**src/sv/mbs_pkg.sv**
```systemverilog
// ----------------------------------------------------------------------------
// Maze backtracker step package
// Payload types, codes and controller/datapath interface structs.
// ----------------------------------------------------------------------------
package mbs_pkg;

  // Default grid limit and fixed field widths
  localparam int DEF_MAX_SIDE = 32;
  localparam int RESET_SIDE   = 32;
  localparam int COORD_W      = 5;
  localparam int RAND_W       = 16;
  localparam int CFG_W        = 6;
  localparam int WALL_W       = 4;
  localparam int CELL_W       = WALL_W + 1;   // visited bit above the walls

  localparam logic [WALL_W-1:0] WALLS_ALL = '1;

  typedef enum logic [1:0] {
    OP_CARVE   = 2'd0,
    OP_READ    = 2'd1,
    OP_RESTART = 2'd2,
    OP_IGNORE  = 2'd3
  } op_t;

  typedef enum logic [1:0] {
    KIND_CARVED   = 2'd0,
    KIND_BACK     = 2'd1,
    KIND_FINISHED = 2'd2,
    KIND_REPLY    = 2'd3
  } kind_t;

  typedef enum logic [1:0] {
    DIR_UP    = 2'd0,
    DIR_RIGHT = 2'd1,
    DIR_DOWN  = 2'd2,
    DIR_LEFT  = 2'd3
  } dir_t;

  // Input transaction
  typedef struct packed {
    logic [1:0]         operation;
    logic [RAND_W-1:0]  random_value;
    logic [COORD_W-1:0] query_col;
    logic [COORD_W-1:0] query_row;
  } in_item_t;

  // Result transaction
  typedef struct packed {
    logic [COORD_W-1:0] cell_col;
    logic [COORD_W-1:0] cell_row;
    logic [1:0]         step_kind;
    logic [1:0]         carve_direction;
    logic [WALL_W-1:0]  cell_walls;
  } out_item_t;

  // Datapath action for one cycle
  typedef enum logic [3:0] {
    ACT_NOP,
    ACT_CLR_INIT,
    ACT_CLR_STEP,
    ACT_ACCEPT,
    ACT_RD_CUR,
    ACT_RD_UP,
    ACT_RD_RIGHT,
    ACT_RD_DOWN,
    ACT_RD_LEFT,
    ACT_RD_QUERY,
    ACT_DECIDE,
    ACT_WR_NEXT,
    ACT_POP,
    ACT_PUBLISH
  } act_t;

  // Source of the reported walls
  typedef enum logic [1:0] {
    WSEL_RD,
    WSEL_CUR,
    WSEL_NEXT,
    WSEL_ALL
  } wsel_t;

  // Source of the reported cell position
  typedef enum logic [1:0] {
    LSEL_CUR,
    LSEL_QUERY,
    LSEL_ORIGIN
  } lsel_t;

  typedef struct packed {
    kind_t kind;
    wsel_t wsel;
    lsel_t lsel;
  } reply_t;

  typedef struct packed {
    act_t   act;
    reply_t rep;
  } dp_cmd_t;

  typedef struct packed {
    logic [1:0] op;
    logic       finished;
    logic       q_in_grid;
    logic       has_cand;
    logic       stack_empty;
    logic       clear_last;
    logic       out_free;
  } dp_stat_t;

  typedef enum logic [3:0] {
    S_CLR_INIT,
    S_CLEAR,
    S_IDLE,
    S_DISPATCH,
    S_RD_REPLY,
    S_RD_QUERY,
    S_CV_CUR,
    S_CV_UP,
    S_CV_RIGHT,
    S_CV_DOWN,
    S_CV_LEFT,
    S_DECIDE,
    S_WR_NEXT,
    S_POP,
    S_REPLY
  } state_t;

endpackage

```
**src/sv/mbs_ctrl.sv**
```systemverilog
// ----------------------------------------------------------------------------
// Maze backtracker step controller
// Sequences clearing, memory reads, carve decision, pop and reply publish.
// ----------------------------------------------------------------------------
module mbs_ctrl import mbs_pkg::*; (
  input  logic     clk,
  input  logic     rst_n,
  input  logic     in_valid,
  output logic     in_ready,
  input  logic     cfg_we,
  input  dp_stat_t stat,
  output dp_cmd_t  cmd
);

  state_t state_r, state_nxt;
  reply_t rep_r, rep_nxt;
  logic   restart_r, restart_nxt;
  act_t   act;

  // State register
  always_ff @(posedge clk) begin
    if (!rst_n) begin
      state_r   <= S_CLR_INIT;
      rep_r     <= '{kind: KIND_REPLY, wsel: WSEL_ALL, lsel: LSEL_ORIGIN};
      restart_r <= 1'b0;
    end else begin
      state_r   <= state_nxt;
      rep_r     <= rep_nxt;
      restart_r <= restart_nxt;
    end
  end

  // Next state and commands
  always_comb begin
    state_nxt   = state_r;
    rep_nxt     = rep_r;
    restart_nxt = restart_r;
    act         = ACT_NOP;
    in_ready    = 1'b0;
    unique case (state_r)
      S_CLR_INIT: begin
        act       = ACT_CLR_INIT;
        state_nxt = S_CLEAR;
      end
      S_CLEAR: begin
        if (cfg_we) begin
          // new grid size mid-sweep: start the sweep again
          act = ACT_CLR_INIT;
        end else begin
          act = ACT_CLR_STEP;
          if (stat.clear_last) begin
            if (restart_r) begin
              restart_nxt = 1'b0;
              rep_nxt     = '{kind: KIND_REPLY, wsel: WSEL_ALL, lsel: LSEL_ORIGIN};
              state_nxt   = S_REPLY;
            end else begin
              state_nxt = S_IDLE;
            end
          end
        end
      end
      S_IDLE: begin
        in_ready = !cfg_we;
        if (cfg_we) begin
          state_nxt = S_CLR_INIT;
        end else if (in_valid) begin
          act       = ACT_ACCEPT;
          state_nxt = S_DISPATCH;
        end
      end
      S_DISPATCH: begin
        unique case (stat.op)
          OP_CARVE: begin
            if (stat.finished) begin
              rep_nxt   = '{kind: KIND_FINISHED, wsel: WSEL_RD, lsel: LSEL_CUR};
              state_nxt = S_RD_REPLY;
            end else begin
              state_nxt = S_CV_CUR;
            end
          end
          OP_READ: begin
            if (stat.q_in_grid) begin
              rep_nxt   = '{kind: KIND_REPLY, wsel: WSEL_RD, lsel: LSEL_QUERY};
              state_nxt = S_RD_QUERY;
            end else begin
              rep_nxt   = '{kind: KIND_REPLY, wsel: WSEL_ALL, lsel: LSEL_QUERY};
              state_nxt = S_REPLY;
            end
          end
          OP_RESTART: begin
            restart_nxt = 1'b1;
            state_nxt   = S_CLR_INIT;
          end
          default: begin
            rep_nxt   = '{kind: KIND_REPLY, wsel: WSEL_RD, lsel: LSEL_CUR};
            state_nxt = S_RD_REPLY;
          end
        endcase
      end
      S_RD_REPLY: begin
        act       = ACT_RD_CUR;
        state_nxt = S_REPLY;
      end
      S_RD_QUERY: begin
        act       = ACT_RD_QUERY;
        state_nxt = S_REPLY;
      end
      // one memory read per cycle: current cell then the four neighbours
      S_CV_CUR: begin
        act       = ACT_RD_CUR;
        state_nxt = S_CV_UP;
      end
      S_CV_UP: begin
        act       = ACT_RD_UP;
        state_nxt = S_CV_RIGHT;
      end
      S_CV_RIGHT: begin
        act       = ACT_RD_RIGHT;
        state_nxt = S_CV_DOWN;
      end
      S_CV_DOWN: begin
        act       = ACT_RD_DOWN;
        state_nxt = S_CV_LEFT;
      end
      S_CV_LEFT: begin
        act       = ACT_RD_LEFT;
        state_nxt = S_DECIDE;
      end
      S_DECIDE: begin
        act = ACT_DECIDE;
        if (stat.has_cand) begin
          rep_nxt   = '{kind: KIND_CARVED, wsel: WSEL_NEXT, lsel: LSEL_CUR};
          state_nxt = S_WR_NEXT;
        end else if (!stat.stack_empty) begin
          rep_nxt   = '{kind: KIND_BACK, wsel: WSEL_RD, lsel: LSEL_CUR};
          state_nxt = S_POP;
        end else begin
          rep_nxt   = '{kind: KIND_FINISHED, wsel: WSEL_CUR, lsel: LSEL_CUR};
          state_nxt = S_REPLY;
        end
      end
      S_WR_NEXT: begin
        act       = ACT_WR_NEXT;
        state_nxt = S_REPLY;
      end
      S_POP: begin
        act       = ACT_POP;
        state_nxt = S_REPLY;
      end
      S_REPLY: begin
        if (stat.out_free) begin
          act       = ACT_PUBLISH;
          state_nxt = S_IDLE;
        end
      end
      default: begin
        state_nxt = S_CLR_INIT;
      end
    endcase
  end

  assign cmd.act = act;
  assign cmd.rep = rep_r;

endmodule

```
**config.mk**
```make
export PLATFORM = sky130hd
export DESIGN_NAME = mbs_ctrl
export DESIGN_NICKNAME = d
export VERILOG_FILES = /design/src/sv/mbs_pkg.sv /design/src/sv/mbs_ctrl.sv
export SDC_FILE = /design/constraint.sdc
export NUM_CORES = 1
export LEC_CHECK = 0
export BUFFER_PORTS_ARGS = -buffer_cell sky130_fd_sc_hd__buf_2
export CORE_MARGIN = 4
export CORE_UTILIZATION = 30
export CTS_BUF_LIST = sky130_fd_sc_hd__clkbuf_4 sky130_fd_sc_hd__clkbuf_8
export DETAILED_ROUTE_END_ITERATION = 16
export SLEW_MARGIN = 10
export SYNTH_ARGS = -nofsm -noshare
export SYNTH_HDL_FRONTEND = slang
export SYNTH_SLANG_ARGS = --single-unit
```
**constraint.sdc**
```tcl
create_clock -name clk -period 2 [get_ports clk]
set_clock_uncertainty 0.1 [all_clocks]
set_input_delay 0.2 -clock clk [delete_from_list [all_inputs] [get_ports clk]]
set_output_delay 0.2 -clock clk [all_outputs]
set_load 0.02 [all_outputs]
```
### After elaboration in Yosys (flattened, before gate mapping)

Index checks and enable logic that the tools add are counted.

| cells by class | value |
|---|---|
| eq/ne operators | 24 |
| mux-type cells | 31 |
| reduce and logical (&&, ||, !) cells | 10 |

Operator list:

| cell | count |
|---|---|
| 4-bit case mux with 13 select lines | 1 |
| 4-bit case mux with 12 select lines | 1 |
| 4-bit two-way mux | 9 |
| 6-bit two-way mux | 6 |
| 6-bit case mux with 3 select lines | 2 |
| 4-bit == test (second input constant) | 7 |
| 4-bit by 3-bit == test with 1-bit output (second input constant) | 4 |
| 2-bit two-way mux | 6 |
| 4-bit case mux with 3 select lines | 1 |
| 2-bit != test (second input constant) | 5 |
| 4-bit by 2-bit == test with 1-bit output (second input constant) | 2 |
| 4-bit AND reduction | 2 |
| 3-bit != test (second input constant) | 2 |
| 6-bit AND reduction | 1 |
| 4-bit by 1-bit == test with 1-bit output (second input constant) | 1 |
| 4-bit zero test | 1 |
| 1-bit two-way mux | 4 |
| 4-bit OR reduction | 1 |
| 3-bit nonzero test | 1 |
| 2-bit by 1-bit == test with 1-bit output (second input constant) | 1 |
| 2-bit == test (second input constant) | 1 |
| 2-bit zero test | 1 |
| 2-bit by 1-bit != test with 1-bit output (second input constant) | 1 |
| 1-bit case mux with 2 select lines | 1 |
| other kinds (3) | 3 |

| storage, ports and cells | value |
|---|---|
| bits in registers | 11 |
| input bits | 12 |

### Logic depth before layout (Yosys ltp)

Gate-level depths: netlist (run 1).

| logic depth | value |
|---|---|
| word-level depth | 4 |
| gate-level depth with buffers | 6 |
| depth with buffers taken out | 4 |

### Worst setup path before layout (run 1)

Ideal clock, no wire load.

| timing path | value |
|---|---|
| kind | register to output |
| start point | reg state_r[3] |
| end point | out in_ready |
| arrival | 1.369 ns |
| required time | 1.700 ns |
| setup slack | 0.331 ns |
| cell stages (with the launch flop) | 4 |
| cells stage by stage | dfxtp_1 buf_2 buf_2 nor4_1 |

| between the ends | value |
|---|---|
| cells in the longest elaborated chain, start to end | 2 |

RTL lines:

| what | line | text |
|---|---|---|
| start: declaration | mbs_ctrl.sv:15 | `state_t state_r, state_nxt;` |
| start signal: assignment | mbs_ctrl.sv:27 | `state_r <= state_nxt;` |
| 4-bit by 2-bit == test with 1-bit output | mbs_ctrl.sv:40 | `unique case (state_r)` |
| 1-bit two-way mux | mbs_ctrl.sv:40 |  |
| end: declaration | mbs_ctrl.sv:9 | `output logic in_ready,` |

No other way between the ends.

==> results of run 1 <==
==> kinds of logic after synthesis <==
group                  Yosys count  synth area share
muxes                            4            0.0489
AOI/OAI and AO/OA               32             0.255
buffers and inverters           10            0.0598
DFF                             11             0.239
and+or+nand+nor                 63             0.397
==> worst max-delay path, cell delays in order, from the launching register on <==
cell	delay [ns]
dfxtp_1	0.45
buf_4	0.23
a31oi_1	0.15
nor2_1	0.05
a211o_1	0.25
buf_2	0.16
==> repair_timing <==
item                                    in CTS  in global routing
pin swaps                                    0                  0
resized for setup                            1                  2
endpoints found under the setup margin       1                  2
==> layout make-up <==
type | count | area (um2) | area share
Tap cell | 31 | 38.8 | 0.0348
Clock buffer | 4 | 30.0 | 0.0269
Multi-Input combinational cell | 99 | 646 | 0.578
Sequential cell | 11 | 224 | 0.201
Timing Repair Buffer | 30 | 170 | 0.152
Inverter | 2 | 7.51 | 0.00673
==> synth_stat cells (2+ instances only) <==
library cell,instances
nor3_1,6
nor2_1,12
o32ai_1,2
o21ai_0,9
a21boi_0,2
nor2b_1,8
inv_1,2
a21oi_1,5
nand2b_1,11
nand3_1,3
nor3_2,2
mux2i_1,3
dfxtp_1,11
a211o_1,3
nand2_1,9
nor4_1,2
buf_2,5
==> worst max-delay path by stage <==
stage / startpoint / endpoint / slack [ns]
floorplan: state_r[3] / in_ready / 0.33
global placement: state_r[3] / cmd[6] / 0.30
detailed placement: state_r[3] / cmd[6] / 0.27
CTS: state_r[0] / cmd[9] / 0.03
global route: state_r[2] / cmd[8] / 0.003
finish: state_r[2] / cmd[6] / 0.14
==> power breakdown <==
| group | switching, W | total [W] | leakage (nW) | internal (W) |
|---|---|---|---|---|
| Clock | 0.0000798 | 0.000171 | 0.0184 | 0.0000908 |
| Sequential | 0.0000891 | 0.000350 | 0.0905 | 0.000261 |
| Combinational | 0.000380 | 0.000723 | 0.338 | 0.000343 |
==> cell usage in the layout, fill, tap and decap left out, types with 4 or more instances in the layout <==
| master | synthesis | final |
|---|---|---|
| buf_2 | 5 | 22 |
| nor2_1 | 12 | 12 |
| nand2b_1 | 11 | 11 |
| o21ai_0 | 9 | 9 |
| nand2_1 | 9 | 9 |
| nor2b_1 | 8 | 8 |
| dfxtp_1 | 11 | 8 |
| buf_4 | 1 | 8 |
| nor3_1 | 6 | 6 |
| a21oi_1 | 5 | 5 |
| clkbuf_4 | 0 | 4 |
==> layer usage <==
layer,part of all wire,global-route usage
met3,0.078,0.0320
met1,0.47,0.183
met4,0.016,0.0566
met5,0,0
met2,0.43,0.207
==> registers in the layout (all words and copies together), names as in the netlist <==
name       count
cmd            6
restart_r      1
state_r        4
==> through the flow <==
| step | worst slack, ns | cells | power (W) |
|---|---|---|---|
| final | 0.138 | 177 | 0.00124 |
| after global placement | 0.297 | 173 | 0.00106 |
| after CTS | 0.0285 | 177 | 0.00124 |
| after floorplan | 0.331 | 120 | 0.000883 |
| after detailed placement | 0.270 | 173 | 0.00107 |
| after global routing | 0.00306 | 177 | 0.00135 |
==> results.cfg, run 1 <==
[layout]
area_delta_synth_final_pct = 21.2
antenna_cells = 0
nets = 159
final_util = 0.391
fill_cells = 297
fin_area_mm2 = 0.00112
drive_gt1_frac = 0.315

[critical_path]
r2r_slack_ns = 0.28
reg2reg_depth = 5
worstPathRequired_ns = 1.70
critical_path_arrival_ns = 1.56
cp-end-kind = output pin
critPathKind = flip-flop to output pin
cp_max_fo = 14
crit_path_start_kind = flip-flop
rr_endpoint = state_r[1]
r2r-start = state_r[2]

[placed_design]
place_congestion = 0.837
numPortBuffers = 22
hpwl_um = 1930
dpl_cell_area_mm2 = 0.00108

[die]
die_area_mm2 = 0.00402
initial_core_util = 0.323
die_y_um = 63.4
core_mm2 = 0.00285
die-width_um = 63.4
rows = 19
io_pins = 23

[yosys]
yosys_warnings = 0
synth-seq-area-share = 0.239
yosysTopAreaCell = dfxtp_1
ys_seq_elements = 11
postSynthAreaPerCell_um2 = 7.67
syn-cell-area_um2 = 921
synth_ff_type = dfxtp_1
synth_nets = 132
netlist_instances = 120
synth_edf_count = 0
ys_types = 42
synthArstFlopShare = 0
netlist.area_leader.share = 0.239
synth.area.top_cells = dfxtp_1, nand2b_1, nor2b_1, o21ai_0, nor2_1

[job]
drv_cap = 0

[sta]
fin_hold_ws_ns = 0.131
fin_crit_sh = 0.931
drv_slew = 0
min_period_ns = 1.86
worst_pin_slew_ns = 0.447
max_clock_freq_mhz = 537
setup_viol = 0
slew_headroom = 0.701
hold_viol = 0
fin_setup_tns_ns = 0
rsz0062_at_grt = no

[clocking]
cts_buffers = 3
hold_buffers = 0
htree_levels = 1
clockBufferDepth = 2
clk_latency_ns = 0.27
cts-root-buf = clkbuf_4
cts_tree = built
clkTransAtPathRegs_ns = 0.07
post-cts-setup-buffers = 0
cts_num_sinks = 11

[drt]
routedWlPerCell_um = 14.1
antenna_left = 0
via_per_inst = 5.51
dr.pass1.iters = 5
drc_errors = 0
finalWirelength_um = 2500
vias = 976
dr.first_iter.drc_count = 106

[global_route]
antenna_found_initial = 0
grt_max_degree = 17
grt_overflow = 0
first_global_vias = 987
grt_use_total = 0.136
grt_pass1_wl_um = 4500

[power_and_ir_drop]
ir_worst_vdd_v = 0.000388
p_leak_nw = 0.447
power.density_mw_per_mm2 = 1110

[worst_hold_path]
min_to = restart_r
min_path_type = input pin to flip-flop
min_from = stat[7]
whs_path_depth = 3

[outcome]
status = completed
Note: power is estimated with default switching activity, not from simulation.
==> run 2: changes to the inputs <==
==> constraint.sdc (replaced) <==
create_clock -name clk -period 1.55 [get_ports clk]
set_clock_uncertainty 0.1 [all_clocks]
set_input_delay 0.155 -clock clk [delete_from_list [all_inputs] [get_ports clk]]
set_output_delay 0.155 -clock clk [all_outputs]
set_load 0.02 [all_outputs]
==> run 2 against run 1 <==
Against the previous run:
- the flow now finishes with violations (negative setup slack)
- setup slack worse by 0.30 ns
- sequential power is 19% higher
- die area stayed put
- total power is 84% higher
- sequential share of layout area is 4.5 points lower
- flip-flop and latch count stayed put
- worst hold slack worse by 0.061 ns
- clock-buffer cell count stayed put
- critical path depth is 1 higher
- design area is 34% higher
==> results.cfg, run 2 (synthesis gave the netlist of run 1 again) <==
[outcome]
status = complete, but fails checks
violations = negative setup slack

[sta]
fin_crit_sh = 1.10
min_period_ns = 1.71
fin_hold_ws_ns = 0.0699
setup_viol = 8
max_clock_freq_mhz = 586
rsz0062_at_grt = yes
hold_viol = 0
drv_slew = 0
worst_pin_slew_ns = 0.269
slew_headroom = 0.820
layout_setup_ws_ns = -0.158

[worst_hold_path]
min_path_type = input pin to flip-flop
whs_path_depth = 3
min_from = stat[7]
min_to = restart_r

[critical_path]
crit_slowest_cell = dfxtp_2
critical_path_arrival_ns = 1.45
worstPathRequired_ns = 1.29
crit_path_cell_trace = buf_6, buf_6, o21ai_1, a21oi_1, a211o_1, buf_6
crit_start = state_r[3]
critPathMaxStageDelay_ns = 0.33
r2r_slack_ns = -0.11
cp-end-kind = output pin
cp_max_fo = 8
cp_top_family = compound AO/OA/AOI/OAI gates
r2r-start = state_r[3]
critPathKind = flip-flop to output pin
crit_path_start_kind = flip-flop
cp_num_buf_inv = 3
cpMostUsedCell = buf_6
rr_endpoint = state_r[3]
reg2reg_depth = 5

[power_and_ir_drop]
power.density_mw_per_mm2 = 1530
ir_worst_vdd_v = 0.000565
p_leak_nw = 0.608

[clocking]
cts_tree = built
hold_buffers = 0
clk_latency_ns = 0.27
cts-root-buf = clkbuf_4
cts_num_sinks = 11
cts_buffers = 3
clkTransAtPathRegs_ns = 0.07
clockBufferDepth = 2
htree_levels = 1

[drt]
vias = 1062
dr.pass1.iters = 4
drc_errors = 0
routedWlPerCell_um = 14.6
antenna_left = 0
dr.first_iter.drc_count = 38
via_per_inst = 5.31
finalWirelength_um = 2920

[job]
drv_cap = 0

[die]
core_mm2 = 0.00285
initial_core_util = 0.323
die_area_mm2 = 0.00402
die_y_um = 63.4
die-width_um = 63.4
rows = 19
io_pins = 23

[global_route]
antenna_found_initial = 0
grt_pass1_wl_um = 4720
grt_use_total = 0.141
grt_max_degree = 13
first_global_vias = 1042
grt_overflow = 0

[layout]
fill_cells = 260
drive_gt1_frac = 0.527
nets = 182
antenna_cells = 0
area_delta_synth_final_pct = 62.1
final_util = 0.523
largest_register_ffs = 6
layout_common_cells = buf_4, buf_2, buf_6, nor2_1, nand2_1
layout_commonest_cell = buf_4

[placed_design]
numPortBuffers = 22
place_congestion = 0.919
hpwl_um = 1970
==> run 2: worst max path at each step <==
stage / end / cells after the start
floorplan: cmd[8] / 4
global placement: state_r[0] / 5
detailed placement: state_r[1] / 5
CTS: cmd[6] / 6
global route: cmd[7] / 6
finish: cmd[6] / 6
==> run 2: what timing repair did <==
item,4_1_cts,5_1_grt
setup buffers,3,8
pin swaps,11,6
setup endpoints to repair,11,16
gates resized for setup,38,19
endpoints found under the hold margin,0,0
gates cloned,0,0
==> run 2: tightest hold or removal path, stage by stage <==
cell	delay (ns)
buf_2	0.13
nand2_1	0.06
a21oi_1	0.05
==> run 2: per-stage QoR <==
| stage | cell area [um2] | setup TNS [ns] | worst slack (ns) | std cells | total power (W) |
|---|---|---|---|---|---|
| 2_1_floorplan | 927 | 0 | 0.0237 | 120 | 0.00115 |
| 3_5_place_dp | 1180 | -0.109 | -0.0349 | 185 | 0.00152 |
| 5_1_grt | 1490 | -1.31 | -0.209 | 200 | 0.00242 |
| 3_3_place_gp | 1180 | -0.0182 | -0.00949 | 185 | 0.00150 |
| 4_1_cts | 1360 | -0.600 | -0.140 | 192 | 0.00201 |
| 6_report | 1490 | -0.622 | -0.158 | 200 | 0.00228 |
==> run 2: final cells by class <==
cell class	count	area, um2	share of cell area
Multi-Input combinational cell	99	774	0.519
Clock buffer	4	30.0	0.0201
Timing Repair Buffer	53	409	0.274
Tap cell	31	38.8	0.0260
Inverter	2	7.51	0.00503
Sequential cell	11	233	0.156
==> run 2: where the power goes <==
part           switching, W  total (W)  internal (W)
registers         0.0000673   0.000416      0.000349
logic              0.000743    0.00165      0.000903
clock network      0.000103   0.000220      0.000117
total              0.000913    0.00228       0.00137
==> run 2: routing by layer <==
metal,up-vias,global-route usage,part of all wire,wire (um)
li1,537,-,-,-
met1,486,0.171,0.43,1240
met5,-,0,0,0
met4,0,0.0270,0.023,67
met2,31,0.252,0.50,1460
met3,8,0.0320,0.049,144
